### config.mk
export PLATFORM = sky130hd
export DESIGN_NAME = pid_with_clamped_integrator_top
export DESIGN_NICKNAME = d
export VERILOG_FILES = /design/src/hw/rtl/pidc_pkg.sv /design/src/hw/rtl/pidc_alu.sv /design/src/hw/rtl/pidc_seq.sv /design/src/hw/rtl/pid_with_clamped_integrator_top.sv
export SDC_FILE = /design/constraint.sdc
export NUM_CORES = 2
export LEC_CHECK = 0
export ABC_AREA = 1
export BUFFER_PORTS_ARGS = -buffer_cell sky130_fd_sc_hd__buf_4
export CAP_MARGIN = 20
export CORE_ASPECT_RATIO = 0.7
export CORE_UTILIZATION = 35
export DETAILED_ROUTE_END_ITERATION = 10
export GPL_TIMING_DRIVEN = 1
export PLACE_DENSITY = 0.49
export SKIP_CTS_REPAIR_TIMING = 1
export SLEW_MARGIN = 20
export SYNTH_ARGS = -nofsm -noshare
export SYNTH_HDL_FRONTEND = slang
export SYNTH_SLANG_ARGS = --single-unit
### constraint.sdc
create_clock -name clk -period 9.2 [get_ports clk]
set_clock_uncertainty 0.1 [all_clocks]
set_input_delay 0.92 -clock clk [delete_from_list [all_inputs] [get_ports clk]]
set_output_delay 0.92 -clock clk [all_outputs]
set_load 0.03 [all_outputs]
### src/hw/rtl/pidc_pkg.sv
// shared types, widths, codes and saturation helper for the pid controller
`default_nettype none

package pidc_pkg;

	localparam int DATA_WIDTH = 16;
	localparam int COEF_W     = 16;
	localparam int ACC_W      = 32;
	localparam int OPA_W      = ACC_W + 1;
	localparam int OPB_W      = COEF_W + 1;
	localparam int PROD_W     = OPA_W + OPB_W;
	localparam int WIDE_W     = PROD_W + 1;
	localparam int SUM_W      = ACC_W + 3;
	localparam int OUT_W      = 16;
	localparam int CFG_IDX_W  = 2;
	localparam int ONE_Q15    = 32768;

	typedef enum logic [CFG_IDX_W-1:0] {
		CFG_GAIN   = 2'd0,
		CFG_IRATIO = 2'd1,
		CFG_DRATIO = 2'd2
	} cfg_idx_t;

	// operand source of the shared multiplier, also selects the post-scaling
	typedef enum logic [1:0] {
		SRC_ERR = 2'd0,
		SRC_DPV = 2'd1,
		SRC_P   = 2'd2,
		SRC_T   = 2'd3
	} src_t;

	typedef enum logic [6:0] {
		ST_IDLE  = 7'b0000001,
		ST_MUL_P = 7'b0000010,
		ST_MUL_T = 7'b0000100,
		ST_MUL_I = 7'b0001000,
		ST_MUL_D = 7'b0010000,
		ST_SUM   = 7'b0100000,
		ST_FIN   = 7'b1000000
	} state_t;

	typedef struct packed {
		logic accept;
		logic issue;
		src_t src;
		logic cap_p;
		logic cap_t;
		logic cap_ip;
		logic cap_d;
		logic finish;
	} ctrl_t;

	function automatic logic signed [ACC_W-1:0] sat_acc(input logic signed [WIDE_W-1:0] v);
		logic signed [WIDE_W-1:0] hi;
		logic signed [WIDE_W-1:0] lo;
		hi = {{(WIDE_W-ACC_W+1){1'b0}}, {(ACC_W-1){1'b1}}};
		lo = ~hi;
		if (v > hi) begin
			return {1'b0, {(ACC_W-1){1'b1}}};
		end else if (v < lo) begin
			return {1'b1, {(ACC_W-1){1'b0}}};
		end else begin
			return v[ACC_W-1:0];
		end
	endfunction

endpackage

`default_nettype wire

### src/hw/rtl/pidc_alu.sv
// shared multiplier with registered product and term scaling / saturation
`default_nettype none

module pidc_alu (
	input  wire logic                                   clk,
	input  wire pidc_pkg::ctrl_t                        ctrl,
	input  wire logic signed [pidc_pkg::DATA_WIDTH:0]   err,
	input  wire logic signed [pidc_pkg::DATA_WIDTH:0]   dpv,
	input  wire logic signed [pidc_pkg::ACC_W-1:0]      p,
	input  wire logic signed [pidc_pkg::ACC_W-1:0]      t,
	input  wire logic        [pidc_pkg::COEF_W-1:0]     gain,
	input  wire logic        [pidc_pkg::COEF_W-1:0]     iratio,
	input  wire logic        [pidc_pkg::COEF_W-1:0]     dratio,
	output logic signed      [pidc_pkg::ACC_W-1:0]      result
);

	logic signed [pidc_pkg::OPA_W-1:0]  opa;
	logic signed [pidc_pkg::OPB_W-1:0]  opb;
	logic signed [pidc_pkg::PROD_W-1:0] prod_s1;
	pidc_pkg::src_t                     src_s1;
	logic signed [pidc_pkg::WIDE_W-1:0] wide;
	logic signed [pidc_pkg::WIDE_W-1:0] scaled;

	always_comb begin
		case (ctrl.src)
			pidc_pkg::SRC_ERR: begin
				opa = pidc_pkg::OPA_W'(err);
				opb = signed'({1'b0, gain});
			end
			pidc_pkg::SRC_DPV: begin
				opa = pidc_pkg::OPA_W'(dpv);
				opb = signed'({1'b0, gain});
			end
			pidc_pkg::SRC_P: begin
				opa = pidc_pkg::OPA_W'(p);
				opb = signed'({1'b0, iratio});
			end
			pidc_pkg::SRC_T: begin
				opa = pidc_pkg::OPA_W'(t);
				opb = signed'({1'b0, dratio});
			end
			default: begin
				opa = '0;
				opb = '0;
			end
		endcase
	end

	always_ff @(posedge clk) begin
		if (ctrl.issue) begin
			prod_s1 <= opa * opb;
			src_s1  <= ctrl.src;
		end
	end

	// derivative term is negated before its floor shift
	always_comb begin
		if (src_s1 == pidc_pkg::SRC_T) begin
			wide = -(pidc_pkg::WIDE_W'(prod_s1));
		end else begin
			wide = pidc_pkg::WIDE_W'(prod_s1);
		end
		case (src_s1)
			pidc_pkg::SRC_ERR: scaled = wide >>> 1;
			pidc_pkg::SRC_DPV: scaled = wide >>> 1;
			pidc_pkg::SRC_P:   scaled = wide >>> 16;
			pidc_pkg::SRC_T:   scaled = wide >>> 8;
			default:           scaled = wide;
		endcase
		result = pidc_pkg::sat_acc(scaled);
	end

endmodule

`default_nettype wire

### src/hw/rtl/pidc_seq.sv
// sequencer stepping one item through the shared multiplier
`default_nettype none

module pidc_seq (
	input  wire logic            clk,
	input  wire logic            arst_n,
	input  wire logic            in_valid,
	input  wire logic            out_valid,
	input  wire logic            out_stall,
	output logic                 in_stall,
	output pidc_pkg::ctrl_t      ctrl
);

	pidc_pkg::state_t state_q;
	pidc_pkg::state_t state_d;

	always_comb begin
		ctrl     = '0;
		ctrl.src = pidc_pkg::SRC_ERR;
		state_d  = state_q;
		case (state_q)
			pidc_pkg::ST_IDLE: begin
				ctrl.accept = in_valid;
				if (in_valid) begin
					state_d = pidc_pkg::ST_MUL_P;
				end
			end
			pidc_pkg::ST_MUL_P: begin
				ctrl.issue = 1'b1;
				ctrl.src   = pidc_pkg::SRC_ERR;
				state_d    = pidc_pkg::ST_MUL_T;
			end
			pidc_pkg::ST_MUL_T: begin
				ctrl.issue = 1'b1;
				ctrl.src   = pidc_pkg::SRC_DPV;
				ctrl.cap_p = 1'b1;
				state_d    = pidc_pkg::ST_MUL_I;
			end
			pidc_pkg::ST_MUL_I: begin
				ctrl.issue = 1'b1;
				ctrl.src   = pidc_pkg::SRC_P;
				ctrl.cap_t = 1'b1;
				state_d    = pidc_pkg::ST_MUL_D;
			end
			pidc_pkg::ST_MUL_D: begin
				ctrl.issue  = 1'b1;
				ctrl.src    = pidc_pkg::SRC_T;
				ctrl.cap_ip = 1'b1;
				state_d     = pidc_pkg::ST_SUM;
			end
			pidc_pkg::ST_SUM: begin
				ctrl.cap_d = 1'b1;
				state_d    = pidc_pkg::ST_FIN;
			end
			pidc_pkg::ST_FIN: begin
				// wait for a free output slot
				ctrl.finish = !out_valid || !out_stall;
				if (ctrl.finish) begin
					state_d = pidc_pkg::ST_IDLE;
				end
			end
			default: begin
				state_d = pidc_pkg::ST_IDLE;
			end
		endcase
	end

	assign in_stall = (state_q != pidc_pkg::ST_IDLE);

	always_ff @(posedge clk or negedge arst_n) begin
		if (!arst_n) begin
			state_q <= pidc_pkg::ST_IDLE;
		end else begin
			state_q <= state_d;
		end
	end

endmodule

`default_nettype wire

### src/hw/rtl/pid_with_clamped_integrator_top.sv
// top level of the pid controller with clamped, back-calculated integrator
//
// input channel: measured and setpoint (signed, 8 fraction bits) with
// in_valid / in_stall; an item is taken when in_valid is high and in_stall low.
// output channel: drive (q1.15, 0..32768) and saturated with out_valid /
// out_stall; one result item per input item, held in an output register.
// config channel: cfg_valid / cfg_ready with cfg_index and cfg_data; index 0
// gain, 1 integral ratio, 2 derivative ratio, other indexes are ignored.
// cfg_ready is always high; write only while no item is in flight.
// sequence: the item is taken in the idle state, then four passes through the
// single shared multiplier (error, measurement step, integral, derivative),
// a sum state for the last product and the integral sum, and a finish state that
// clamps and loads the output register before the return to idle.
// in_stall is high outside idle: a new item is taken only once the last is done.
// when out_stall holds a waiting result, the block still accepts and works
// on the next item, then waits in its finish state until the output slot frees.
// reset: gain 1.0, ratios 0, integrator and previous measurement 0, no
// result pending.
`default_nettype none

module pid_with_clamped_integrator_top (
	input  wire logic                                  clk,
	input  wire logic                                  arst_n,
	input  wire logic                                  in_valid,
	output logic                                       in_stall,
	input  wire logic signed [pidc_pkg::DATA_WIDTH-1:0] measured,
	input  wire logic signed [pidc_pkg::DATA_WIDTH-1:0] setpoint,
	output logic                                       out_valid,
	input  wire logic                                  out_stall,
	output logic             [pidc_pkg::OUT_W-1:0]     drive,
	output logic                                       saturated,
	input  wire logic                                  cfg_valid,
	output logic                                       cfg_ready,
	input  wire logic        [pidc_pkg::CFG_IDX_W-1:0] cfg_index,
	input  wire logic        [pidc_pkg::COEF_W-1:0]    cfg_data
);

	localparam logic signed [pidc_pkg::SUM_W-1:0] ONE_S = pidc_pkg::SUM_W'(pidc_pkg::ONE_Q15);

	pidc_pkg::ctrl_t ctrl;

	logic [pidc_pkg::COEF_W-1:0]            gain_q;
	logic [pidc_pkg::COEF_W-1:0]            iratio_q;
	logic [pidc_pkg::COEF_W-1:0]            dratio_q;
	logic [pidc_pkg::OUT_W-1:0]             integ_q;
	logic signed [pidc_pkg::DATA_WIDTH-1:0] prev_q;

	logic signed [pidc_pkg::DATA_WIDTH:0]   err_q;
	logic signed [pidc_pkg::DATA_WIDTH:0]   dpv_q;
	logic signed [pidc_pkg::ACC_W-1:0]      p_q;
	logic signed [pidc_pkg::ACC_W-1:0]      t_q;
	logic signed [pidc_pkg::ACC_W-1:0]      ip_q;
	logic signed [pidc_pkg::ACC_W-1:0]      i_q;
	logic signed [pidc_pkg::ACC_W-1:0]      d_q;
	logic signed [pidc_pkg::ACC_W-1:0]      alu_result;

	logic [pidc_pkg::OUT_W-1:0]             drive_q;
	logic                                   sat_q;
	logic                                   out_valid_q;

	logic signed [pidc_pkg::SUM_W-1:0]      raw;
	logic signed [pidc_pkg::SUM_W-1:0]      next_int;
	logic                                   above;
	logic                                   below;
	logic [pidc_pkg::OUT_W-1:0]             drive_d;
	logic [pidc_pkg::OUT_W-1:0]             integ_d;

	pidc_seq u_seq (
		.clk       (clk),
		.arst_n    (arst_n),
		.in_valid  (in_valid),
		.out_valid (out_valid_q),
		.out_stall (out_stall),
		.in_stall  (in_stall),
		.ctrl      (ctrl)
	);

	pidc_alu u_alu (
		.clk    (clk),
		.ctrl   (ctrl),
		.err    (err_q),
		.dpv    (dpv_q),
		.p      (p_q),
		.t      (t_q),
		.gain   (gain_q),
		.iratio (iratio_q),
		.dratio (dratio_q),
		.result (alu_result)
	);

	assign cfg_ready = 1'b1;

	always_ff @(posedge clk or negedge arst_n) begin
		if (!arst_n) begin
			gain_q   <= pidc_pkg::COEF_W'(256);
			iratio_q <= '0;
			dratio_q <= '0;
		end else if (cfg_valid && cfg_ready) begin
			case (pidc_pkg::cfg_idx_t'(cfg_index))
				pidc_pkg::CFG_GAIN:   gain_q   <= cfg_data;
				pidc_pkg::CFG_IRATIO: iratio_q <= cfg_data;
				pidc_pkg::CFG_DRATIO: dratio_q <= cfg_data;
				default: ;
			endcase
		end
	end

	// item capture and intermediate terms
	always_ff @(posedge clk) begin
		if (ctrl.accept) begin
			err_q <= (pidc_pkg::DATA_WIDTH+1)'(setpoint) - (pidc_pkg::DATA_WIDTH+1)'(measured);
			dpv_q <= (pidc_pkg::DATA_WIDTH+1)'(measured) - (pidc_pkg::DATA_WIDTH+1)'(prev_q);
		end
		if (ctrl.cap_p) begin
			p_q <= alu_result;
		end
		if (ctrl.cap_t) begin
			t_q <= alu_result;
		end
		if (ctrl.cap_ip) begin
			ip_q <= alu_result;
		end
		if (ctrl.cap_d) begin
			d_q <= alu_result;
			i_q <= pidc_pkg::sat_acc(pidc_pkg::WIDE_W'(signed'({1'b0, integ_q}))
				+ pidc_pkg::WIDE_W'(ip_q));
		end
	end

	// output clamp and integrator back-calculation
	always_comb begin
		raw   = pidc_pkg::SUM_W'(p_q) + pidc_pkg::SUM_W'(i_q) + pidc_pkg::SUM_W'(d_q);
		above = raw > ONE_S;
		below = raw < 0;
		if (above) begin
			next_int = ONE_S - pidc_pkg::SUM_W'(p_q) - pidc_pkg::SUM_W'(d_q);
			drive_d  = pidc_pkg::OUT_W'(pidc_pkg::ONE_Q15);
		end else if (below) begin
			next_int = -pidc_pkg::SUM_W'(p_q) - pidc_pkg::SUM_W'(d_q);
			drive_d  = '0;
		end else begin
			next_int = pidc_pkg::SUM_W'(i_q);
			drive_d  = raw[pidc_pkg::OUT_W-1:0];
		end
		if (next_int > ONE_S) begin
			integ_d = pidc_pkg::OUT_W'(pidc_pkg::ONE_Q15);
		end else if (next_int < 0) begin
			integ_d = '0;
		end else begin
			integ_d = next_int[pidc_pkg::OUT_W-1:0];
		end
	end

	always_ff @(posedge clk or negedge arst_n) begin
		if (!arst_n) begin
			integ_q     <= '0;
			prev_q      <= '0;
			out_valid_q <= 1'b0;
		end else begin
			if (ctrl.accept) begin
				prev_q <= measured;
			end
			if (ctrl.finish) begin
				integ_q     <= integ_d;
				out_valid_q <= 1'b1;
			end else if (out_valid_q && !out_stall) begin
				out_valid_q <= 1'b0;
			end
		end
	end

	always_ff @(posedge clk) begin
		if (ctrl.finish) begin
			drive_q <= drive_d;
			sat_q   <= above || below;
		end
	end

	assign out_valid = out_valid_q;
	assign drive     = drive_q;
	assign saturated = sat_q;

endmodule

`default_nettype wire

==> out/metrics.yaml <==
place:
  detailedPlace.worstSlack_ns: 0.1856
  placed_area_sq_um: 45210
  placed_cells: 6881
  port_buffers: 73
  gp_congestion: 0.9453
  place_hpwl_mm: 113.3
die:
  fp.coreArea_sq_um: 119500
  die-height_um: 292.6
  rows: 106
  io-pin-count: 75
  die-area_sq_um: 122100
  die_x_um: 417.2
  initial_utilization_pct: 35.34
clock_network:
  clkTransAtPathRegs_ns: 0.07
  ctsLongestPathBuffers: 3
  cts_made_buffers: 40
  clock_tree_from_tritoncts: "yes"
  clock_sink_count: 351
  cts-root-buf: "sky130_fd_sc_hd__clkbuf_16"
  clk-insertion-delay-late_ns: 0.62
  htree_num_levels: 2
setup_path:
  cpPeakStageDelay_ns: 0.54
  critical_path.startpoint: "u_seq.state_q[0]"
  r2r_start: "u_seq.state_q[0]"
  highest_fanout_seen_on_the_critical_path: 8
  criticalPathCategory: "reg2reg"
  worst-endpoint-arrival_ns: 9.05
  cpMostUsedCell: "sky130_fd_sc_hd__inv_1"
  worst_ep_required_time_ns: 9.39
  crit_path_start_kind: "flip-flop"
  cp-end-kind: "flip-flop"
  worst_path_max_delay_cell: "sky130_fd_sc_hd__fa_1"
sta:
  fmax_mhz: 112.9
  tightest_slew_ns: 1.073
  clock_period_minus_final_worst_setup_slack_ns: 8.855
  post-route-period-util_pct: 96.25
  finalHoldViolCount: 0
  timing_max_transition_violations_final: 0
  finalWorstSetupSlack_ns: 0.3452
  finalSetupViolCount: 0
  relSlewSlack_pct: 28.36
route:
  drt-wirelength-per-cell_um: 19.28
  antenna_violating_nets_post_route: 0
  drcViolationCount: 0
  route.vias.total: 33880
  routed_wl_mm: 134.2
  drt_first_pass_iters: 6
  drt_iter0_drc: 2936
  avgViaCountPerCell: 4.865
layout:
  instances_no_fill: 6963
  final_area_sq_um: 46690
  fin_nets: 6162
  drive_above_1_share_pct: 7.095
  area_delta_synth_final_pct: 10.56
logic_synthesis:
  yosys.cell_types.count: 66
  ys.flop_type: "sky130_fd_sc_hd__edfxtp_1"
  synth.area.top_cells: "sky130_fd_sc_hd__fa_1, sky130_fd_sc_hd__edfxtp_1, sky130_fd_sc_hd__nand2_1, sky130_fd_sc_hd__inv_1, sky130_fd_sc_hd__ha_1"
  syn_nets: 6069
  synth_area_leader_cell: "sky130_fd_sc_hd__fa_1"
  ys_ff_latch: 351
  synth-edff-count: 263
  synth.avg_cell_area_sq_um: 8.093
  synth_largest_type_area_fraction_pct: 25.13
  yosysWarnings: 0
  synthCells: 5218
  asyncSetResetFlopFracSynth_pct: 25.07
  netlist_area_sq_um: 42230
  yosysSeqAreaShare_pct: 23.92
run_status:
  run_status: "finished, final reports clean"
grt:
  grt_max_degree: 67
  grt-ovfl-total: 0
  grt_antenna_before_repair: 5
  grt_first_pass_wirelength_mm: 207.6
  number_of_global_route_vias_before_repair: 34090
  total_routing_usage_gr_pct: 22.33
job:
  max_cap_violations: 0
hold_path:
  hold_path_class: "in2async"
## final timing paths
check	end	slack, ns	cells after the start
worst max register to register	u_alu.prod_s1[42]	0.35	41
max in group asynchronous	integ_q[5]	7.68	2
worst max-delay path	u_alu.prod_s1[42]	0.35	41
worst min-delay path	iratio_q[13]	0.13	1
min in group clk	dratio_q[8]	0.38	2
worst min register to register	dratio_q[8]	0.38	2
## area by class of cell
type                            instances  area [sq um]
Inverter                             1161          4388
Tap cell                             1620          2027
Fill cell                           12420         72810
Multi-Input combinational cell       3563         27370
Timing Repair Buffer                  193          1493
Sequential cell                       351         10100
Antenna cell                            1         2.502
Clock inverter                         17         183.9
Timing Repair inverter                  1         7.507
Clock buffer                           56          1111
## worst max-delay path: cells and delay by family (launching register included)
kind	cells	cell delay, ns
AOI/OAI and AO/OA	8	1.60
xor gates and xnor gates	1	0.16
adders and majority gates	7	3.25
buffers and inverters	14	1.92
DFF	1	0.53
and+or+nand+nor	11	0.94
## kinds of logic (layout without fill, tap and decap cells)
kind of cell / Yosys count / in the layout / synth area share (%)
adders and majority gates: 796 / 796 / 33.01
AOI/OAI and AO/OA: 607 / 607 / 8.261
DFF: 351 / 351 / 23.92
muxes: 1 / 1 / 0.02370
buffers and inverters: 1304 / 1428 / 11.80
other: 1 / 2 / 0.008880
and+or+nand+nor: 1985 / 1985 / 19.39
xor gates and xnor gates: 173 / 173 / 3.588
## metal layers
metal  share of wire (%)  up-vias  GRT usage [%]
met5                   0        -              0
met4                 1.7        0          3.999
met3                 8.1      109          5.064
met2                  41      996          32.14
met1                  49    16450          34.05
li1                    -    16320              -
## cells in the final DEF (no fill, tap or decap), types with 18 or more instances in the layout
cell	instances
sky130_fd_sc_hd__nor2_1	439
sky130_fd_sc_hd__o21ai_0	197
sky130_fd_sc_hd__nand4_1	50
sky130_fd_sc_hd__o211ai_1	24
sky130_fd_sc_hd__edfxtp_1	263
sky130_fd_sc_hd__fa_1	530
sky130_fd_sc_hd__nand2_1	1211
sky130_fd_sc_hd__clkbuf_16	40
sky130_fd_sc_hd__nand2_2	18
sky130_fd_sc_hd__o22ai_1	24
sky130_fd_sc_hd__xor2_1	101
sky130_fd_sc_hd__ha_1	266
sky130_fd_sc_hd__o21ai_1	21
sky130_fd_sc_hd__nor3_1	36
sky130_fd_sc_hd__dfrtp_1	86
sky130_fd_sc_hd__inv_1	1133
sky130_fd_sc_hd__o2111ai_1	18
sky130_fd_sc_hd__xnor2_1	72
sky130_fd_sc_hd__a21oi_1	220
sky130_fd_sc_hd__buf_4	187
sky130_fd_sc_hd__nand3_1	144
## flip-flops by register name (all words and copies together) (netlist names), 2 cells and up
name / cells
i_q: 32
p_q: 32
gain_q: 16
dratio_q: 16
t_q: 32
u_alu.src_s1: 2
ip_q: 32
integ_q: 16
drive: 16
prev_q: 16
err_q: 17
dpv_q: 17
u_seq.state_q: 7
d_q: 32
iratio_q: 16
u_alu.prod_s1: 50
## metrics by stage
stage / util (%) / TNS [ns] / hold slack, ns
2_1_floorplan: - / 0 / 0.3530
3_3_place_gp: 37.84 / 0 / 0.3659
3_5_place_dp: 37.84 / 0 / 0.3730
4_1_cts: 38.92 / 0 / 0.1098
5_1_grt: 39.07 / -0.04952 / 0.1343
6_report: 39.07 / 0 / 0.1255
## synthesized netlist by cell type (10+ instances only)
library cell and count:
sky130_fd_sc_hd__nand2_1 1213, sky130_fd_sc_hd__inv_1 1143, sky130_fd_sc_hd__fa_1 530, sky130_fd_sc_hd__nor2_1 445, sky130_fd_sc_hd__ha_1 266, sky130_fd_sc_hd__edfxtp_1 263, sky130_fd_sc_hd__a21oi_1 222, sky130_fd_sc_hd__o21ai_0 203
sky130_fd_sc_hd__nand3_1 144, sky130_fd_sc_hd__clkbuf_1 120, sky130_fd_sc_hd__xor2_1 101, sky130_fd_sc_hd__dfrtp_1 86, sky130_fd_sc_hd__xnor2_1 72, sky130_fd_sc_hd__nand4_1 50, sky130_fd_sc_hd__nor3_1 36, sky130_fd_sc_hd__o211ai_1 24
sky130_fd_sc_hd__o22ai_1 24, sky130_fd_sc_hd__o2111ai_1 18, sky130_fd_sc_hd__a31oi_1 17, sky130_fd_sc_hd__o21ai_1 17, sky130_fd_sc_hd__nand2_2 16, sky130_fd_sc_hd__nand3_2 15, sky130_fd_sc_hd__nor4_1 15, sky130_fd_sc_hd__a221oi_1 12
sky130_fd_sc_hd__nor2_2 12, sky130_fd_sc_hd__o21a_1 12, sky130_fd_sc_hd__or2_2 11, sky130_fd_sc_hd__inv_2 10, sky130_fd_sc_hd__o21bai_1 10, sky130_fd_sc_hd__o221ai_1 10
Power is not shown: default switching activity piles up to over one toggle a cycle in this logic, so the estimate is an artifact.
